`src/design/urds_pkg.sv`:
```
// Shared types, constants and register indexes of the ultrasonic ranging duty sequencer.
package urds_pkg;

  localparam int NUM_CHANNELS_DEF = 4;
  localparam int COUNT_BITS_DEF   = 16;

  localparam int CH_W     = 2;
  localparam int ECHO_W   = 4;
  localparam int CM_W     = 16;
  localparam int DUTY_W   = 8;
  localparam int CFG_IDX_W  = 3;
  localparam int CFG_DATA_W = 16;
  // Widest duty divisor: gain_den (8 bits) times distance (16 bits).
  localparam int DVS_W    = 24;

  localparam logic [CM_W-1:0]   CM_MAX   = 16'hFFFF;
  localparam logic [DUTY_W-1:0] DUTY_MAX = 8'hFF;

  localparam logic [CFG_IDX_W-1:0] REG_TRIGGER_TICKS = 3'd0;
  localparam logic [CFG_IDX_W-1:0] REG_TICKS_PER_CM  = 3'd1;
  localparam logic [CFG_IDX_W-1:0] REG_GAIN_NUM      = 3'd2;
  localparam logic [CFG_IDX_W-1:0] REG_GAIN_DEN      = 3'd3;
  localparam logic [CFG_IDX_W-1:0] REG_DUTY_OFFSET   = 3'd4;

  localparam logic [7:0]  TRIGGER_TICKS_RST = 8'd10;
  localparam logic [7:0]  TICKS_PER_CM_RST  = 8'd58;
  localparam logic [15:0] GAIN_NUM_RST      = 16'd128;
  localparam logic [7:0]  GAIN_DEN_RST      = 8'd3;
  localparam logic [7:0]  DUTY_OFFSET_RST   = 8'd13;

  typedef enum logic [1:0] {
    PH_TRIG = 2'd0,
    PH_WAIT = 2'd1,
    PH_MEAS = 2'd2
  } phase_e;

  typedef enum logic [2:0] {
    C_IDLE,
    C_DIV1,
    C_MUL,
    C_DIV2S,
    C_DIV2,
    C_FIN
  } ctrl_e;

  typedef struct packed {
    logic step;
    logic out_load_tick;
    logic div_start;
    logic div_sel;
    logic cm_load;
    logic mul_load;
    logic out_load_meas;
  } cmd_t;

  typedef struct packed {
    logic fin;
    logic div_done;
  } sts_t;

endpackage

```
`src/design/urds_div.sv`:
```
// Restoring divider that retires one quotient bit per cycle.
module urds_div #(
  parameter int DIVIDEND_W = 16,
  parameter int DIVISOR_W  = 24
) (
  input  logic                  clk_i,
  input  logic                  rst_ni,
  input  logic                  start_i,
  input  logic [DIVIDEND_W-1:0] dividend_i,
  input  logic [DIVISOR_W-1:0]  divisor_i,
  output logic                  done_o,
  output logic [DIVIDEND_W-1:0] quotient_o
);

  localparam int CNT_W = $clog2(DIVIDEND_W + 1);

  logic [DIVISOR_W-1:0]  rem_q, rem_d;
  logic [DIVIDEND_W-1:0] quo_q, quo_d;
  logic [DIVISOR_W-1:0]  dvs_q, dvs_d;
  logic [CNT_W-1:0]      cnt_q, cnt_d;
  logic                  busy_q, busy_d;
  logic [DIVISOR_W+1:0]  trial;

  // Two guard bits so that the borrow shows in the top bit.
  assign trial = {1'b0, rem_q, quo_q[DIVIDEND_W-1]} - {2'b00, dvs_q};

  always_comb begin
    rem_d  = rem_q;
    quo_d  = quo_q;
    dvs_d  = dvs_q;
    cnt_d  = cnt_q;
    busy_d = busy_q;
    if (start_i) begin
      rem_d  = '0;
      quo_d  = dividend_i;
      dvs_d  = divisor_i;
      cnt_d  = CNT_W'(DIVIDEND_W);
      busy_d = 1'b1;
    end else if (busy_q) begin
      if (!trial[DIVISOR_W+1]) begin
        rem_d = trial[DIVISOR_W-1:0];
        quo_d = {quo_q[DIVIDEND_W-2:0], 1'b1};
      end else begin
        rem_d = {rem_q[DIVISOR_W-2:0], quo_q[DIVIDEND_W-1]};
        quo_d = {quo_q[DIVIDEND_W-2:0], 1'b0};
      end
      cnt_d = cnt_q - CNT_W'(1);
      if (cnt_q == CNT_W'(1)) begin
        busy_d = 1'b0;
      end
    end
  end

  always_ff @(posedge clk_i or negedge rst_ni) begin
    if (!rst_ni) begin
      busy_q <= 1'b0;
      cnt_q  <= '0;
    end else begin
      busy_q <= busy_d;
      cnt_q  <= cnt_d;
    end
  end

  always_ff @(posedge clk_i) begin
    rem_q <= rem_d;
    quo_q <= quo_d;
    dvs_q <= dvs_d;
  end

  assign done_o     = !busy_q;
  assign quotient_o = quo_q;

endmodule

```
`src/design/urds_ctrl.sv`:
```
// Controller that sequences tick handling, the two divisions and the result hand-off.
module urds_ctrl (
  input  logic            clk_i,
  input  logic            rst_ni,
  input  logic            in_valid_i,
  output logic            in_ready_o,
  input  logic            out_ready_i,
  output logic            out_valid_o,
  input  urds_pkg::sts_t  sts_i,
  output urds_pkg::cmd_t  cmd_o
);

  urds_pkg::ctrl_e state_q, state_d;
  logic            ov_q, ov_d;
  logic            slot_free;
  logic            accept;

  assign slot_free  = !ov_q || out_ready_i;
  assign in_ready_o = (state_q == urds_pkg::C_IDLE) && slot_free;
  assign accept     = in_valid_i && in_ready_o;

  always_comb begin
    state_d = state_q;
    case (state_q)
      urds_pkg::C_IDLE: begin
        if (accept && sts_i.fin) state_d = urds_pkg::C_DIV1;
      end
      urds_pkg::C_DIV1: begin
        if (sts_i.div_done) state_d = urds_pkg::C_MUL;
      end
      urds_pkg::C_MUL:   state_d = urds_pkg::C_DIV2S;
      urds_pkg::C_DIV2S: state_d = urds_pkg::C_DIV2;
      urds_pkg::C_DIV2: begin
        if (sts_i.div_done) state_d = urds_pkg::C_FIN;
      end
      urds_pkg::C_FIN: begin
        if (slot_free) state_d = urds_pkg::C_IDLE;
      end
      default: state_d = urds_pkg::C_IDLE;
    endcase
  end

  always_comb begin
    cmd_o               = '0;
    cmd_o.step          = accept;
    cmd_o.out_load_tick = accept && !sts_i.fin;
    case (state_q)
      urds_pkg::C_IDLE:  cmd_o.div_start = accept && sts_i.fin;
      urds_pkg::C_DIV1:  cmd_o.cm_load = sts_i.div_done;
      urds_pkg::C_MUL:   cmd_o.mul_load = 1'b1;
      urds_pkg::C_DIV2S: begin
        cmd_o.div_start = 1'b1;
        cmd_o.div_sel   = 1'b1;
      end
      urds_pkg::C_FIN:   cmd_o.out_load_meas = slot_free;
      default: ;
    endcase
  end

  always_comb begin
    ov_d = ov_q;
    if (cmd_o.out_load_tick || cmd_o.out_load_meas) begin
      ov_d = 1'b1;
    end else if (out_ready_i) begin
      ov_d = 1'b0;
    end
  end

  always_ff @(posedge clk_i or negedge rst_ni) begin
    if (!rst_ni) begin
      state_q <= urds_pkg::C_IDLE;
      ov_q    <= 1'b0;
    end else begin
      state_q <= state_d;
      ov_q    <= ov_d;
    end
  end

  assign out_valid_o = ov_q;

endmodule

```
`src/design/urds_dp.sv`:
```
// Datapath: configuration registers, channel sequencing state, divider and result registers.
module urds_dp #(
  parameter int NUM_CHANNELS = urds_pkg::NUM_CHANNELS_DEF,
  parameter int COUNT_BITS   = urds_pkg::COUNT_BITS_DEF
) (
  input  logic                            clk_i,
  input  logic                            rst_ni,
  input  urds_pkg::cmd_t                  cmd_i,
  output urds_pkg::sts_t                  sts_o,
  input  logic [urds_pkg::ECHO_W-1:0]     echo_levels_i,
  input  logic                            cfg_valid_i,
  input  logic [urds_pkg::CFG_IDX_W-1:0]  cfg_index_i,
  input  logic [urds_pkg::CFG_DATA_W-1:0] cfg_data_i,
  output logic [urds_pkg::ECHO_W-1:0]     trigger_lines_o,
  output logic                            update_valid_o,
  output logic [urds_pkg::CH_W-1:0]       update_channel_o,
  output logic [urds_pkg::CM_W-1:0]       distance_cm_o,
  output logic [urds_pkg::DUTY_W-1:0]     duty_value_o
);

  localparam int DIVW = (COUNT_BITS > urds_pkg::CM_W) ? COUNT_BITS : urds_pkg::CM_W;
  localparam int CW   = urds_pkg::CH_W;

  logic [7:0]  trigger_ticks_q, ticks_per_cm_q, gain_den_q, duty_offset_q;
  logic [15:0] gain_num_q;

  urds_pkg::phase_e      phase_q, phase_d;
  logic [CW-1:0]         ch_q, ch_d, ch_next;
  logic [COUNT_BITS-1:0] count_q, count_d, count_inc;
  logic                  echo;

  logic [CW-1:0]                   uch_q;
  logic [urds_pkg::CM_W-1:0]       cm_q, cm_sat;
  logic [urds_pkg::DVS_W-1:0]      prod_q;
  logic [DIVW-1:0]                 div_dividend, div_quo;
  logic [urds_pkg::DVS_W-1:0]      div_divisor;
  logic                            div_done;
  logic [urds_pkg::CM_W:0]         duty_sum;
  logic [urds_pkg::DUTY_W-1:0]     duty_res;

  // Configuration writes; indexes beyond the list are dropped.
  always_ff @(posedge clk_i or negedge rst_ni) begin
    if (!rst_ni) begin
      trigger_ticks_q <= urds_pkg::TRIGGER_TICKS_RST;
      ticks_per_cm_q  <= urds_pkg::TICKS_PER_CM_RST;
      gain_num_q      <= urds_pkg::GAIN_NUM_RST;
      gain_den_q      <= urds_pkg::GAIN_DEN_RST;
      duty_offset_q   <= urds_pkg::DUTY_OFFSET_RST;
    end else if (cfg_valid_i) begin
      case (cfg_index_i)
        urds_pkg::REG_TRIGGER_TICKS: trigger_ticks_q <= cfg_data_i[7:0];
        urds_pkg::REG_TICKS_PER_CM:  ticks_per_cm_q  <= cfg_data_i[7:0];
        urds_pkg::REG_GAIN_NUM:      gain_num_q      <= cfg_data_i;
        urds_pkg::REG_GAIN_DEN:      gain_den_q      <= cfg_data_i[7:0];
        urds_pkg::REG_DUTY_OFFSET:   duty_offset_q   <= cfg_data_i[7:0];
        default: ;
      endcase
    end
  end

  assign echo      = echo_levels_i[ch_q];
  assign count_inc = count_q + COUNT_BITS'(1);
  assign ch_next   = ({1'b0, ch_q} + (CW+1)'(1) >= (CW+1)'(NUM_CHANNELS)) ? '0 : ch_q + CW'(1);

  assign sts_o.fin      = (phase_q == urds_pkg::PH_MEAS) && !echo;
  assign sts_o.div_done = div_done;

  always_comb begin
    phase_d = phase_q;
    ch_d    = ch_q;
    count_d = count_q;
    if (cmd_i.step) begin
      case (phase_q)
        urds_pkg::PH_WAIT: begin
          if (echo) begin
            count_d = COUNT_BITS'(1);
            phase_d = urds_pkg::PH_MEAS;
          end
        end
        urds_pkg::PH_MEAS: begin
          if (echo) begin
            if (count_q != '1) count_d = count_inc;
          end else begin
            count_d = '0;
            phase_d = urds_pkg::PH_TRIG;
            ch_d    = ch_next;
          end
        end
        default: begin
          // The trigger phase; a zero tick count still gives one trigger tick.
          if (count_inc >= COUNT_BITS'(trigger_ticks_q)) begin
            count_d = '0;
            phase_d = urds_pkg::PH_WAIT;
          end else begin
            count_d = count_inc;
          end
        end
      endcase
    end
  end

  always_ff @(posedge clk_i or negedge rst_ni) begin
    if (!rst_ni) begin
      phase_q <= urds_pkg::PH_TRIG;
      ch_q    <= '0;
      count_q <= '0;
    end else begin
      phase_q <= phase_d;
      ch_q    <= ch_d;
      count_q <= count_d;
    end
  end

  // One divider serves both the distance and the duty division.
  assign div_dividend = cmd_i.div_sel ? DIVW'(gain_num_q) : DIVW'(count_q);
  assign div_divisor  = cmd_i.div_sel ? prod_q : urds_pkg::DVS_W'(ticks_per_cm_q);

  urds_div #(
    .DIVIDEND_W (DIVW),
    .DIVISOR_W  (urds_pkg::DVS_W)
  ) u_div (
    .clk_i      (clk_i),
    .rst_ni     (rst_ni),
    .start_i    (cmd_i.div_start),
    .dividend_i (div_dividend),
    .divisor_i  (div_divisor),
    .done_o     (div_done),
    .quotient_o (div_quo)
  );

  assign cm_sat = ((ticks_per_cm_q == 8'd0) || (div_quo > DIVW'(urds_pkg::CM_MAX)))
                  ? urds_pkg::CM_MAX : div_quo[urds_pkg::CM_W-1:0];

  assign duty_sum = {1'b0, div_quo[urds_pkg::CM_W-1:0]} + (urds_pkg::CM_W+1)'(duty_offset_q);
  always_comb begin
    if (prod_q == '0) begin
      duty_res = urds_pkg::DUTY_MAX;
    end else if (duty_sum > (urds_pkg::CM_W+1)'(urds_pkg::DUTY_MAX)) begin
      duty_res = urds_pkg::DUTY_MAX;
    end else begin
      duty_res = duty_sum[urds_pkg::DUTY_W-1:0];
    end
  end

  always_ff @(posedge clk_i) begin
    if (cmd_i.div_start && !cmd_i.div_sel) uch_q <= ch_q;
    if (cmd_i.cm_load) cm_q <= cm_sat;
    if (cmd_i.mul_load) begin
      prod_q <= urds_pkg::DVS_W'(gain_den_q) * urds_pkg::DVS_W'(cm_q);
    end
  end

  // Result registers hold the request until the consumer takes it.
  always_ff @(posedge clk_i) begin
    if (cmd_i.out_load_tick) begin
      trigger_lines_o  <= (phase_q == urds_pkg::PH_WAIT || phase_q == urds_pkg::PH_MEAS)
                          ? '0 : urds_pkg::ECHO_W'(1) << ch_q;
      update_valid_o   <= 1'b0;
      update_channel_o <= '0;
      distance_cm_o    <= '0;
      duty_value_o     <= '0;
    end else if (cmd_i.out_load_meas) begin
      trigger_lines_o  <= '0;
      update_valid_o   <= 1'b1;
      update_channel_o <= uch_q;
      distance_cm_o    <= cm_q;
      duty_value_o     <= duty_res;
    end
  end

endmodule

```
`src/design/ultrasonic_ranging_duty_sequencer_core.sv`:
```
// Top level of the four-channel ultrasonic ranging and duty sequencer.
// A tick that ends no measurement gives its result request in the cycle after it is taken.
// A tick that ends a measurement gives its result once the shared restoring divider has run twice,
// retiring one quotient bit per cycle; no further tick is taken until that result is handed off.
// Plain ticks can be taken every cycle while the receiver takes each result request.
// Reset is asynchronous and active low: configuration returns to its defaults, channel 0 in trigger.
module ultrasonic_ranging_duty_sequencer_core #(
  parameter int NUM_CHANNELS = urds_pkg::NUM_CHANNELS_DEF,
  parameter int COUNT_BITS   = urds_pkg::COUNT_BITS_DEF
) (
  input  logic                            clk_i,
  input  logic                            rst_ni,
  input  logic                            in_valid_i,
  output logic                            in_ready_o,
  input  logic [urds_pkg::ECHO_W-1:0]     echo_levels_i,
  output logic                            out_valid_o,
  input  logic                            out_ready_i,
  output logic [urds_pkg::ECHO_W-1:0]     trigger_lines_o,
  output logic                            update_valid_o,
  output logic [urds_pkg::CH_W-1:0]       update_channel_o,
  output logic [urds_pkg::CM_W-1:0]       distance_cm_o,
  output logic [urds_pkg::DUTY_W-1:0]     duty_value_o,
  input  logic                            cfg_valid_i,
  output logic                            cfg_ready_o,
  input  logic [urds_pkg::CFG_IDX_W-1:0]  cfg_index_i,
  input  logic [urds_pkg::CFG_DATA_W-1:0] cfg_data_i
);

  urds_pkg::cmd_t cmd;
  urds_pkg::sts_t sts;

  assign cfg_ready_o = 1'b1;

  urds_ctrl u_ctrl (
    .clk_i       (clk_i),
    .rst_ni      (rst_ni),
    .in_valid_i  (in_valid_i),
    .in_ready_o  (in_ready_o),
    .out_ready_i (out_ready_i),
    .out_valid_o (out_valid_o),
    .sts_i       (sts),
    .cmd_o       (cmd)
  );

  urds_dp #(
    .NUM_CHANNELS (NUM_CHANNELS),
    .COUNT_BITS   (COUNT_BITS)
  ) u_dp (
    .clk_i            (clk_i),
    .rst_ni           (rst_ni),
    .cmd_i            (cmd),
    .sts_o            (sts),
    .echo_levels_i    (echo_levels_i),
    .cfg_valid_i      (cfg_valid_i),
    .cfg_index_i      (cfg_index_i),
    .cfg_data_i       (cfg_data_i),
    .trigger_lines_o  (trigger_lines_o),
    .update_valid_o   (update_valid_o),
    .update_channel_o (update_channel_o),
    .distance_cm_o    (distance_cm_o),
    .duty_value_o     (duty_value_o)
  );

  // A tick that ends a measurement blocks further ticks while the divisions run.
  a_fin_blocks: assert property (@(posedge clk_i) disable iff (!rst_ni)
    (in_valid_i && in_ready_o && sts.fin) |=> !in_ready_o)
    else $error("tick taken while a measurement result is still being computed");

  // The divider is busy in the cycle after it is started.
  a_div_busy: assert property (@(posedge clk_i) disable iff (!rst_ni)
    cmd.div_start |=> !sts.div_done)
    else $error("divider reports done right after start");

  // A zero distance always maps to the saturated duty.
  a_zero_cm: assert property (@(posedge clk_i) disable iff (!rst_ni)
    (out_valid_o && update_valid_o && distance_cm_o == '0) |-> duty_value_o == urds_pkg::DUTY_MAX)
    else $error("zero distance without saturated duty");

  // Ticks without an update carry zero result fields.
  a_idle_fields: assert property (@(posedge clk_i) disable iff (!rst_ni)
    (out_valid_o && !update_valid_o) |->
      (distance_cm_o == '0 && duty_value_o == '0 && update_channel_o == '0))
    else $error("result fields set on a tick without an update");

endmodule

```
`config.mk`:
```
export PLATFORM = sky130hd
export DESIGN_NAME = ultrasonic_ranging_duty_sequencer_core
export DESIGN_NICKNAME = d
export VERILOG_FILES = /design/src/design/urds_pkg.sv /design/src/design/urds_div.sv /design/src/design/urds_ctrl.sv /design/src/design/urds_dp.sv /design/src/design/ultrasonic_ranging_duty_sequencer_core.sv
export SDC_FILE = /design/constraint.sdc
export NUM_CORES = 1
export LEC_CHECK = 0
export BUFFER_PORTS_ARGS = -buffer_cell sky130_fd_sc_hd__buf_2
export CORE_ASPECT_RATIO = 0.7
export CORE_MARGIN = 5
export CORE_UTILIZATION = 35
export CTS_BUF_LIST = sky130_fd_sc_hd__clkbuf_8
export DETAILED_ROUTE_END_ITERATION = 10
export GPL_TIMING_DRIVEN = 1
export PLACE_DENSITY = 0.54
export SLEW_MARGIN = 20
export SYNTH_ARGS = -nofsm -noshare
export SYNTH_HDL_FRONTEND = slang
export SYNTH_SLANG_ARGS = --single-unit
```
`constraint.sdc`:
```
create_clock -name clk_i -period 14.5 [get_ports clk_i]
set_input_delay 2.9 -clock clk_i [delete_from_list [all_inputs] [get_ports clk_i]]
set_output_delay 2.9 -clock clk_i [all_outputs]
set_load 0.005 [all_outputs]
```
; After elaboration in Yosys (flattened, before gate mapping)
; Index checks and enable logic that the tools add are counted.
[word_totals]
regBits = 215
latch_bits = 0
ramBits = 0
romBits = 0
output_inout_bits = 34
mem_count = 0
[classes]
add_sub_neg = 6
mul = 1
n_div = 0
n_lt_le_gt_ge = 5
n_eq_ne = 20
shifts = 1
muxes = 40
bitwise_logic = 1
n_reduce_logical = 32
[ops]
columns = cell, n
row1 = 16-bit 2-to-1 mux, 7
row2 = 16-bit case mux with 2 select lines, 1
row3 = 25-bit by 24-bit subtractor with 26-bit output, 1
row4 = 24-bit logical NOT, 1
row5 = 8-bit by 16-bit multiplier with 24-bit output, 1
row6 = 24-bit 2-to-1 mux, 1
row7 = 8-bit 2-to-1 mux, 3
row8 = 3-bit case mux with 6 select lines, 1
row9 = 16-bit by 8-bit adder with 17-bit output, 1
row10 = 17-bit by 8-bit > comparator with 1-bit output (second input constant), 1
row11 = 16-bit by 1-bit adder with 16-bit output (second input constant), 1
row12 = 16-bit by 8-bit greater-or-equal comparator with 1-bit output, 1
row13 = 16-bit > comparator (second input constant), 1
row14 = 16-bit inequality test (second input constant), 1
row15 = 3-bit by 2-bit equality test with 1-bit output (second input constant), 4
row16 = 3-bit 2-to-1 mux, 4
row17 = 4-bit 2-to-1 mux, 3
row18 = 1-bit 2-to-1 mux, 11
row19 = 5-bit 2-to-1 mux, 2
row20 = 2-bit AND reduction, 5
row21 = 3-bit equality test (second input constant), 3
row22 = 8-bit logical NOT, 1
row23 = 2-bit 2-to-1 mux, 4
row24 = 2-bit inequality test (second input constant), 4
row25 = 24 further kinds, 43

; Depth between registers and ports, before layout
; Gate-level depths: netlist (run 1).
[depth]
word_depth = 8
ltp_mapped = 19
depth_no_buf = 19

; Hierarchy
; From an unflattened synthesis (run 1), not the netlist that was laid out.
[hier_totals]
hier_cells = 1508
area_unflattened_um2 = 15449.8
[by_module_without_submodules]
columns = module, n_inst, cells_each, area_per_inst_um2, seq_area_each_um2
row1 = urds_dp, 1, 1058, 10861.7, 3638.5
row2 = urds_div, 1, 417, 4259.1, 1831.8
row3 = urds_ctrl, 1, 31, 317.8, 100.1
row4 = ultrasonic_ranging_duty_sequencer_core, 1, 2, 11.3, 0.0

; Worst setup path after synthesis (run 1)
; OpenSTA, ideal clock, no wires.
[synth_path]
path_type = in2out
from = input out_ready_i
to = output in_ready_o
t_arrival_ns = 3.305
required_ns = 11.600
path_slack_ns = 8.295
cell_stages = 2
n_path_buf = 0
cell_sequence = nor2b_1 -> nor4_1
[synth_between]
elab_chain_cells = 2
[synth_rtl]
columns = element, line
row1 = "start, declared", ultrasonic_ranging_duty_sequencer_core.sv:17  ; input logic out_ready_i,
row2 = 1-bit logical OR, urds_ctrl.sv:18  ; assign slot_free = !ov_q || out_ready_i;
row3 = 1-bit logical AND, urds_ctrl.sv:19  ; assign in_ready_o = (state_q == urds_pkg::C_IDLE) && slot_free;
row4 = "end, declared", ultrasonic_ranging_duty_sequencer_core.sv:14  ; output logic in_ready_o,
; No other way between the ends.

; Final worst setup path (run 1)
; Ends and elaborated chain as after synthesis.

==> results.md, run 1 <==
- Outcome: completed
- Overflow after GRT: 0
- Initial Util: 35.7%
- Overall routed net length: 37,700 um
- Clk Latency, worst-skew pair: 550 ps
- Width of the die: 255 um
- DR pass1 iterations: 7
- GPL Wtd Cong: 0.854
- Worst relative slew slack: 26.5%
- Synth cell types: 75
- Worst Path Arrival: 3860 ps
- Initial antenna violation count: 1
- CP Cell Sequence: buf_2, nor2b_1, nor4_1, buf_2
- Port bufs: 60
- CTS tree: yes
- Clk buf depth: 3
- Post-Syn Area: 0.0148 mm^2
- Die area: 0.0464 mm^2
- WS Path Type: in -> out
- I/O Pins: 62
- Post-synth top area share: 17.5%
- Syn_area_per_cell: 10.0 um^2
- Dominant cell type by area after synthesis: edfxtp_1
- Worst hold path class: reg -> reg
- Final Max Slew Viols: 0
- Vias per Instance: 5.03
- HPWL after DPL: 27,600 um
- Fillers: 4,032
- Vias: 10,600
- Syn_nets: 1,679
- Setup TNS: 0 ps
- Slowest CP cell: nor4_1
- Vias in the first global route: 10,400
- Clk_skew: 13.4 ps
- Routed len/inst: 17.9 um
- Total CTS buffers: 35
- Final ANT Viol Nets: 0
- Yosys synthesis warning count: 0
- Clock slew at reported path FFs: 60 ps
- RSZ-0062 raised after global routing: false
- Layout overhead on the synthesized area: 10.8%
- GRT Overall Usage: 16.2%
- Post-synthesis cell count: 1,475
- DRC violations left: 0
- Register area: 0.00557 mm^2
- Seq/Total Area, Yosys: 37.8%
- Global-route wire length before repair: 60,600 um
- Crit end category: primary output
- Async set-reset flop share out of synthesis: 36.3%
- Core ar.: 0.0413 mm^2
- Crit share post-route: 46.6%
- Crit start category: input port
- Crit path required time: 11,600 ps
- Share of post-route cells with drive strength above 1: 13.1%
- CP max stage delay: 570 ps
- Depth of the CTS H-tree: 2
- Setup violations, final: 0
- Final Hold Fails: 0
- CTS Hold Bufs: 0
- Initial DRC count: 711
- Largest net degree at the start of global routing: 65
- Die height: 182 um
- CTS Root Cell: clkbuf_8
- Postcts setup bufs: 0
- Max cap viols: 0
- Ys flop type: edfxtp_1
- Max Freq: 0.148 GHz
- Largest cells by area after synthesis: edfxtp_1, fa_1, dfrtp_1
- #FFs+latches synth: 215
- Min Tclk post-route: 6760 ps
- CP max FO: 4
- Multi-input gate area: 0.00843 mm^2
- Cell row count: 62
- Worst-Margin Slew: 1100 ps
- Most used cell, CP: buf_2
- NumNets Final: 1,738
- Post-synth EDFFs: 86
- Clk sinks: 215
- Resize count post-CTS: 0
[logic make-up after synthesis]
logic type,after synthesis,synth area share (%)
AO/OA/AOI/OAI,267,11.1
XOR/XNOR,59,3.50
adder cells (fa/ha/maj),176,19.3
buffers and inverters,203,5.34
flip-flops,215,37.8
multiplexers,86,6.39
other,1,0.0254
AND/OR/NAND/NOR,468,16.6
[sequential cells by signal (all words and copies together) (netlist names), 2 cells and up]
name	cells
u_dp.duty_offset_q	8
u_dp.trigger_lines_o	4
u_dp.duty_value_o	8
u_dp.phase_q	2
u_dp.gain_num_q	16
u_dp.u_div.cnt_q	5
u_dp.uch_q	2
u_dp.u_div.rem_q	24
u_dp.prod_q	24
u_dp.ch_q	2
u_dp.update_channel_o	2
u_dp.cm_q	16
u_dp.trigger_ticks_q	8
u_dp.distance_cm_o	16
u_dp.gain_den_q	8
u_dp.u_div.quotient_o	16
u_dp.u_div.dvs_q	24
u_dp.count_q	16
u_dp.ticks_per_cm_q	8
u_ctrl.state_q	3
[through the flow]
step / area, um^2 / worst slack (ps) / instances / hold slack (ps) / util [%]
4_1_cts: 16300 / 7710 / 2104 / 453 / 39.5
5_1_grt: 16400 / 7660 / 2105 / 466 / 39.6
2_1_floorplan: 14800 / 8300 / 1475 / 453 / -
3_3_place_gp: 15600 / 7770 / 2040 / 444 / 37.8
3_5_place_dp: 15700 / 7720 / 2040 / 444 / 37.9
6_report: 16400 / 7740 / 2106 / 452 / 39.6
[final timing paths]
path / start / to / slack, ps / cells after the start
setup / recovery: out_ready_i / in_ready_o / 7740 / 4
hold / removal: u_dp.distance_cm_o[2] / u_dp.distance_cm_o[2] / 450 / 2
setup reg to reg: u_dp.gain_den_q[4] / u_dp.prod_q[23] / 9260 / 16
hold reg to reg: u_dp.distance_cm_o[2] / u_dp.distance_cm_o[2] / 450 / 2
max in group asynchronous: rst_ni / u_dp.gain_den_q[6] / 11140 / 2
min in group asynchronous: rst_ni / u_dp.phase_q[0] / 2210 / 1
[synthesized netlist by cell type, drive strengths merged (3+ instances only)]
library cell and count:
a211oi 9, a21boi 5, a21o 17, a21oi 79, a22o 10, a31oi 12
and2 132, and3 13, and4 4, buf 12, clkbuf 39, dfrtp 66
dfstp 12, dfxtp 51, edfxtp 86, fa 86, ha 90, inv 151
mux2 45, mux2i 40, nand2 145, nand2b 22, nand3 24, nand3b 3
nand4 4, nor2 51, nor2b 13, nor3 21, nor3b 5, nor4 12
nor4b 3, o211a 3, o21a 10, o21ai 92, o21bai 3, o22ai 5
or2 5, or3 5, xnor2 45, xor2 14
[placed cells by master (no fill, tap or decap), types with 4 or more instances in the layout]
cell / count
xnor2_1: 45
o21a_1: 10
or2_2: 5
a211oi_1: 8
nor2_1: 48
a22o_1: 10
o22ai_1: 5
or3_1: 5
a31oi_1: 11
o21ai_0: 86
xor2_1: 14
nor3_1: 20
ha_1: 90
dfstp_2: 12
nand2b_1: 22
a21o_1: 17
edfxtp_1: 86
dfrtp_1: 66
buf_2: 59
and2_1: 132
and3_1: 13
nand3_1: 22
nor2b_1: 13
o21ai_1: 6
mux2i_1: 39
inv_1: 168
dfxtp_1: 51
fa_1: 86
clkbuf_8: 42
and4_1: 4
a21oi_1: 79
a21boi_0: 5
nor4_1: 11
nand4_1: 4
nand2_1: 145
buf_4: 13
mux2_2: 45
[critical path: cells and delay by family]
| family | cells | cell delay (ps) |
|---|---|---|
| buffers and inverters | 2 | 320 |
| AND/OR/NAND/NOR | 2 | 630 |
[routing by layer]
metal	vias up	global-route usage (%)	part of all wire, %
met1	5181	26.8	54
met2	238	21.5	38
met4	0	2.83	1.2
met3	36	3.37	6.1
met5	-	0	0
li1	5143	-	-
[area by class of cell]
class | instances | area share [%]
Clock inverter | 22 | 0.597
Sequential cell | 215 | 34.1
Tap cell | 544 | 4.16
Antenna cell | 1 | 0.0153
Multi-Input combinational cell | 1057 | 51.6
Timing Repair Buffer | 73 | 2.57
Inverter | 152 | 3.50
Clock buffer | 42 | 3.53
Power of run 1 is left out: the tool's default activity adds up to more than one toggle a clock period on the data nets, which glitch-free logic cannot reach.
==> run 2, diff against run 1 <==
- clock period: 14.5 -> 6.7 ns (I/O delays scaled with it)
==> run 2 against run 1 <==
Against the previous run: worst setup slack worse by 6200 ps; non-clock buffer count increased by 1; core utilization rose by 0.10 points; critical path depth increased by 13; sequential cell count unchanged; die area stayed put; sequential share of layout area down 0.086 points; routed wire length rose by 1.8%; first-iteration DRC count increased by 10%; via count up 0.81%; critical path type is now reg -> reg; critical endpoint is now u_dp.prod_q[22]; largest cell class unchanged.
==> results.md, run 2 (synthesis gave the netlist of run 1 again) <==
- Reg2Reg Depth: 17 (+1)
- Vias: 10,700 (+0.81%)
- Setup TNS: 0 ps (unchanged)
- Commonest cells after routing, fill and taps aside: inv_1, nand2_1, and2_1
- Initial Util: 35.7% (unchanged)
- Overall routed net length: 38,400 um (+1.8%)
- Reg2reg end: u_dp.prod_q[22]
- Post-route cell area: 0.0164 mm^2 (+0.25%)
- Worst reg2reg startpoint: u_dp.gain_den_q[4]
- Final Hold Fails: 0 (unchanged)
- NumNets Final: 1,741 (+0.17%)
- Final ANT Viol Nets: 0 (unchanged)
- Routed len/inst: 18.2 um (+1.5%)
- Resize count post-CTS: 0 (unchanged)
- Max Freq: 0.192 GHz
- Area after DPL: 0.0157 mm^2 (about the same)
- DRC violations left: 0 (unchanged)
- Worst relative slew slack: 23.1% (-3.5 points)
- CTS tree: yes
- Min Hold Slack: 454 ps (+2.50 ps)
- Worst Setup SP: u_dp.gain_den_q[4]
- Width of the die: 255 um (unchanged)
- FF-to-FF setup slack: 1490 ps (-7770 ps)
- CP max FO: 17 (+13)
- Cell row count: 62 (unchanged)
- Postcts setup bufs: 0 (unchanged)
- Die area: 0.0464 mm^2 (unchanged)
- Clk_skew: 25.6 ps (+12.2 ps)
- Worst-Margin Slew: 1150 ps (+52.0 ps)
- GRT Overall Usage: 16.3% (+0.12 points)
- Clk buf depth: 3 (unchanged)
- Outcome: completed
- Final Max Slew Viols: 0 (unchanged)
- HPWL after DPL: 28,400 um (+3.0%)
- Largest net degree at the start of global routing: 61 (-6.2%)
- Port bufs: 60 (unchanged)
- Core ar.: 0.0413 mm^2 (unchanged)
- Layout overhead on the synthesized area: 11.1%
- Biggest regs: u_dp.prod_q (24), u_dp.u_div.dvs_q (24), u_dp.u_div.rem_q (24)
- Initial antenna violation count: 0 (-1)
- Crit share post-route: 77.7%
- Clock slew at reported path FFs: 60 ps (about the same)
- Max cap viols: 0 (unchanged)
- Initial DRC count: 785 (+10%)
- Global-route wire length before repair: 60,600 um (about the same)
- GPL Wtd Cong: 0.851 (-0.33%)
- DR pass1 iterations: 5 (-2)
- Vias in the first global route: 10,300 (-0.78%)
- CTS Hold Bufs: 0 (unchanged)
- Depth of the CTS H-tree: 2 (unchanged)
- Crit path required time: 6980 ps (-4620 ps)
- Clk Latency, worst-skew pair: 550 ps (about the same)
- I/O Pins: 62 (unchanged)
- RSZ-0062 raised after global routing: false
- Total CTS buffers: 37 (+5.7%)
- Commonest non-fill, non-tap cell in the layout: inv_1
- Placed cells: 2,042 (+0.098%)
- Crit end category: flop
- Min Tclk post-route: 5210 ps
- WS Path Type: reg -> reg
- CTS Root Cell: clkbuf_8
- Die height: 182 um (unchanged)
- Setup violations, final: 0 (unchanged)
- Crit start category: flop
- Share of post-route cells with drive strength above 1: 13.2% (+0.086 points)
- Fillers: 4,088 (+1.4%)
- Vias per Instance: 5.06 (+0.57%)
- Worst setup endpoint: u_dp.prod_q[22]
- Worst hold path class: reg -> reg
- Overflow after GRT: 0 (unchanged)
- Clk sinks: 215 (unchanged)
- Finished Layout Cells: 2,111 (+0.24%)
- Worst Path Arrival: 5490 ps (+1630 ps)
==> run 2: cell count changes in the layout (fill, tap and decap cells not counted), sizes merged <==
cell / previous run / this run
clkbuf: 42 / 41
inv: 169 / 164
buf: 73 / 74
clkinv: 3 / 11
bufinv: 0 / 2
==> run 2: per-layer routing <==
layer | share of wire (%) | global-route usage (%) | up-vias | wire length [um]
li1 | - | - | 5139 | -
met1 | 54 | 27.3 | 5241 | 20700
met2 | 39 | 21.2 | 263 | 14800
met3 | 6.2 | 3.22 | 41 | 2390
met4 | 1.4 | 3.22 | 0 | 542
met5 | 0 | 0 | - | 0
==> run 2: area by class of cell <==
type / count / area [um^2] / share of cell area [%]
tap: 544 / 681 / 4.15
antenna: 1 / 2.50 / 0.0153
clock buffer: 41 / 564 / 3.44
inverter: 152 / 571 / 3.48
clock inverter: 27 / 166 / 1.01
sequential: 215 / 5570 / 34.0
multi-input combinational: 1057 / 8430 / 51.4
timing repair buffer: 74 / 408 / 2.49
==> run 2: worst min path at each step <==
stage / cells past startpoint / slack (ps) / startpoint / end
2_1_floorplan: 2 / 450 / u_dp.distance_cm_o[0] / u_dp.distance_cm_o[0]
3_3_place_gp: 2 / 440 / u_dp.distance_cm_o[14] / u_dp.distance_cm_o[14]
3_5_place_dp: 2 / 440 / u_dp.update_channel_o[0] / u_dp.update_channel_o[0]
4_1_cts: 2 / 450 / u_dp.distance_cm_o[15] / u_dp.distance_cm_o[15]
5_1_grt: 2 / 470 / u_dp.update_channel_o[0] / u_dp.update_channel_o[0]
6_report: 2 / 450 / u_dp.distance_cm_o[8] / u_dp.distance_cm_o[8]
==> run 2: stage by stage <==
stage	utilization (%)	worst slack, ps
finish	39.7	1490
CTS	39.6	1490
floorplan	-	1910
global route	39.7	1060
detailed placement	37.9	1500
global placement	37.9	1670
==> run 2: critical path, stage by stage (launching register included) <==
cell and delay [ps]:
dfrtp_1 580, and2_1 290, fa_1 460, fa_1 540, inv_1 50, fa_1 460, fa_1 540, inv_1 40
ha_1 340, a21o_1 200, a2bb2oi_1 230, a21oi_1 150, a21o_1 220, o22ai_1 220, o21bai_1 90, a21oi_1 200
o21ai_0 140, xor2_1 160
Power of run 2 is left out for the same reason.
==> run 3, diff against run 2 <==
- ABC_AREA: default -> 1
- PLACE_DENSITY: 0.54 -> 0.56
- clock period: 6.7 -> 4.69 ns (I/O delays scaled with it)
==> run 3 against run 2 <==
Against the previous run: non-clock buffer count up 42; area after synthesis up 9.2%; worst hold slack worse by 22 ps; clock-buffer cell count is 3 lower; maximum frequency up 16%; core utilization up 0.36 points; final cell count grew 34%; sequential share of layout area down 3.2 points; register-to-register slack worse by 1300 ps; routed wire length up 14%; highest routed layer unchanged.
==> results.md, run 3 <==
- Outcome: completed
- Clk sinks: 215 (unchanged)
- GPL Wtd Cong: 0.922 (+8.3%)
- FF-to-FF setup slack: 210 ps (-1280 ps)
- Dominant cell type by area after synthesis: edfxtp_1
- Post-synth EDFFs: 86 (unchanged)
- Share of post-route cells with drive strength above 1: 12.0% (-1.2 points)
- Die area: 0.0505 mm^2 (+8.8%)
- Seq/Total Area, Yosys: 34.6% (-3.2 points)
- Slowest CP cell: fa_1
- Final ANT Viol Nets: 0 (unchanged)
- Async set-reset flop share out of synthesis: 36.3% (unchanged)
- Vias in the first global route: 13,000 (+25%)
- Biggest regs: u_dp.prod_q (24), u_dp.u_div.dvs_q (24), u_dp.u_div.rem_q (24)
- Layout overhead on the synthesized area: 12.5%
- Vias: 13,500 (+27%)
- Crit path required time: 5040 ps (-1940 ps)
- CTS Root Cell: clkbuf_8
- Clk Latency, worst-skew pair: 570 ps (+20 ps)
- VDD IR-drop max: 0.000566 V
- CP max FO: 11 (-6)
- GRT Overall Usage: 17.3% (+1.0 points)
- Post-Syn Area: 0.0161 mm^2 (+9.2%)
- Worst hold path class: in -> async
- CP bufs+invs: 6 (+4)
- Fillers: 4,700 (+15%)
- Core ar.: 0.0453 mm^2 (+9.6%)
- Die height: 190 um (+4.3%)
- Worst reg2reg startpoint: u_dp.gain_den_q[7]
- Max Freq: 0.223 GHz (+16%)
- Final Max Slew Viols: 0 (unchanged)
- Post-route cell area: 0.0181 mm^2 (+11%)
- Synth cell types: 48 (-36%)
- Clk buf depth: 3 (unchanged)
- Most frequent cells after synthesis: nand2_1, inv_1, nor2_1, nand3_1, o21ai_0
- Overall routed net length: 43,600 um (+14%)
- Worst-Margin Slew: 1040 ps (-112 ps)
- RSZ-0062 raised after global routing: false
- CTS Hold Bufs: 0 (unchanged)
- Setup ws final: 210 ps (-1280 ps)
- HPWL after DPL: 33,800 um (+19%)
- NumNets Final: 2,401 (+38%)
- Worst Path Arrival: 4830 ps (-660 ps)
- Leak: 9.89 nW
- Worst relative slew slack: 30.5% (+7.4 points)
- CP Cell Sequence: buf_4, nand2_1, inv_1, fa_1, fa_1, fa_1, inv_1, fa_1, inv_1, ha_1, inv_1, o21ai_1, nand2_1, nand3_1, a21boi_1, buf_4, xnor2_1
- Initial DRC count: 1,222 (+56%)
- Final Hold Fails: 0 (unchanged)
- Largest cells by area after synthesis: edfxtp_1, nand2_1, fa_1
- Reg2reg end: u_dp.prod_q[13]
- Ys flop type: edfxtp_1
- Min Tclk post-route: 4480 ps (-728 ps)
- Total Power Consumption: 0.0144 W
- Width of the die: 267 um (+4.3%)
- Largest net degree at the start of global routing: 61 (unchanged)
- Ant diodes: 0 (-1)
- #FFs+latches synth: 215 (unchanged)
- Setup TNS: 0 ps (unchanged)
- Global-route wire length before repair: 71,100 um (+17%)
- Vias per Instance: 4.78 (-5.5%)
- Commonest non-fill, non-tap cell in the layout: nand2_1
- Cell row count: 65 (+4.8%)
- Port bufs: 60 (unchanged)
- Commonest cells after routing, fill and taps aside: nand2_1, inv_1, nor2_1
- Clock slew at reported path FFs: 80 ps (+20 ps)
- Clk_skew: 41.6 ps (+16.0 ps)
- Crit-path leading delay family: adder cells
- DRC violations left: 0 (unchanged)
- Post-synthesis cell count: 2,112 (+43%)
- Initial antenna violation count: 0 (unchanged)
- Reg2Reg Depth: 17 (unchanged)
- Crit share post-route: 95.5% (+18 points)
- CTS tree: yes
- Routed len/inst: 15.4 um (-15%)
- Power Density: 796 mW/mm^2
- Max cap viols: 0 (unchanged)
- Initial Util: 35.6% (-0.10 points)
- Overflow after GRT: 0 (unchanged)
- Area after DPL: 0.0172 mm^2 (+9.8%)
- Dpl ws: -47.1 ps (-1550 ps)
- Depth of the CTS H-tree: 2 (unchanged)
- Crit start category: flop
- Setup violations, final: 0 (unchanged)
- Crit end category: flop
- Syn_nets: 2,316 (+38%)
- Yosys synthesis warning count: 0 (unchanged)
- DR pass1 iterations: 6 (+1)
- WS Path Type: reg -> reg
- Total CTS buffers: 36 (-2.7%)
- Worst Setup SP: u_dp.gain_den_q[7]
- Syn_area_per_cell: 7.63 um^2 (-24%)
- Most common cell in the synthesized netlist: nand2_1
- Post-synth top area share: 16.0% (-1.5 points)
- CP max stage delay: 540 ps (-40 ps)
- I/O Pins: 62 (unchanged)
## run 3: layout make-up
cell class | count | area (um^2) | share of cell area (%)
Clock buffer | 38 | 523 | 2.89
Clock inverter | 28 | 223 | 1.23
Inverter | 446 | 1670 | 9.24
Multi-Input combinational cell | 1382 | 8620 | 47.5
Sequential cell | 215 | 5580 | 30.8
Tap cell | 603 | 754 | 4.16
Timing Repair Buffer | 116 | 762 | 4.20
## run 3: timing repair
item | 4_1_cts | 5_1_grt
setup endpoints to repair | 1 | 13
setup buffers | 0 | 15
resized for setup | 2 | 19
## run 3: worst max path at each step
stage	endpoint	slack [ps]	depth (start not counted)
floorplan	u_dp.prod_q[14]	60	18
global placement	u_dp.prod_q[21]	40	19
detailed placement	u_dp.prod_q[21]	-50	19
CTS	u_dp.prod_q[15]	50	17
global route	u_dp.prod_q[23]	6	17
finish	u_dp.prod_q[13]	210	17
## run 3: worst reg2reg max path: stages, from the launching register on
cell	delay [ps]
dfrtp_2	500
buf_4	180
nand2_1	60
inv_1	60
fa_1	520
fa_1	520
fa_1	540
inv_1	60
fa_1	530
inv_1	40
ha_1	340
inv_1	100
o21ai_1	180
nand2_1	110
nand3_1	110
a21boi_1	80
buf_4	140
xnor2_1	230
## run 3: kinds of logic (layout without fill, tap and decap cells)
kind of cell | count (synthesis) | in the layout | synth area share, %
AOI/OAI and AO/OA | 207 | 207 | 7.03
xor gates and xnor gates | 47 | 47 | 2.60
adders and majority gates | 176 | 176 | 17.7
buffers and inverters | 515 | 628 | 12.3
DFF | 215 | 215 | 34.6
muxes | 8 | 8 | 0.559
other | 1 | 1 | 0.0233
and+or+nand+nor | 943 | 943 | 25.2
## run 3: layer usage
metal / share of wire (%) / up-vias / wire length [um] / global-route usage (%)
li1: - / 6706 / - / -
met1: 53 / 6380 / 23200 / 29.0
met2: 36 / 393 / 15800 / 21.9
met3: 9.2 / 49 / 3990 / 4.41
met4: 1.4 / 0 / 627 / 3.27
met5: 0 / - / 0 / 0
## run 3: metrics by stage
| step | util, % | hold WS (ps) | instances |
|---|---|---|---|
| floorplan | - | 442 | 2112 |
| global placement | 38.0 | 462 | 2747 |
| global route | 40.0 | 468 | 2828 |
| CTS | 39.6 | 421 | 2813 |
| finish | 40.0 | 432 | 2828 |
| detailed placement | 38.0 | 462 | 2747 |
## run 3: where the power goes
part	internal [W]	total (W)	switching, W
sequential	0.00295	0.00352	0.000570
combinational	0.00342	0.00913	0.00571
clock	0.000936	0.00178	0.000844
Note: power is estimated with default switching activity, not from simulation.
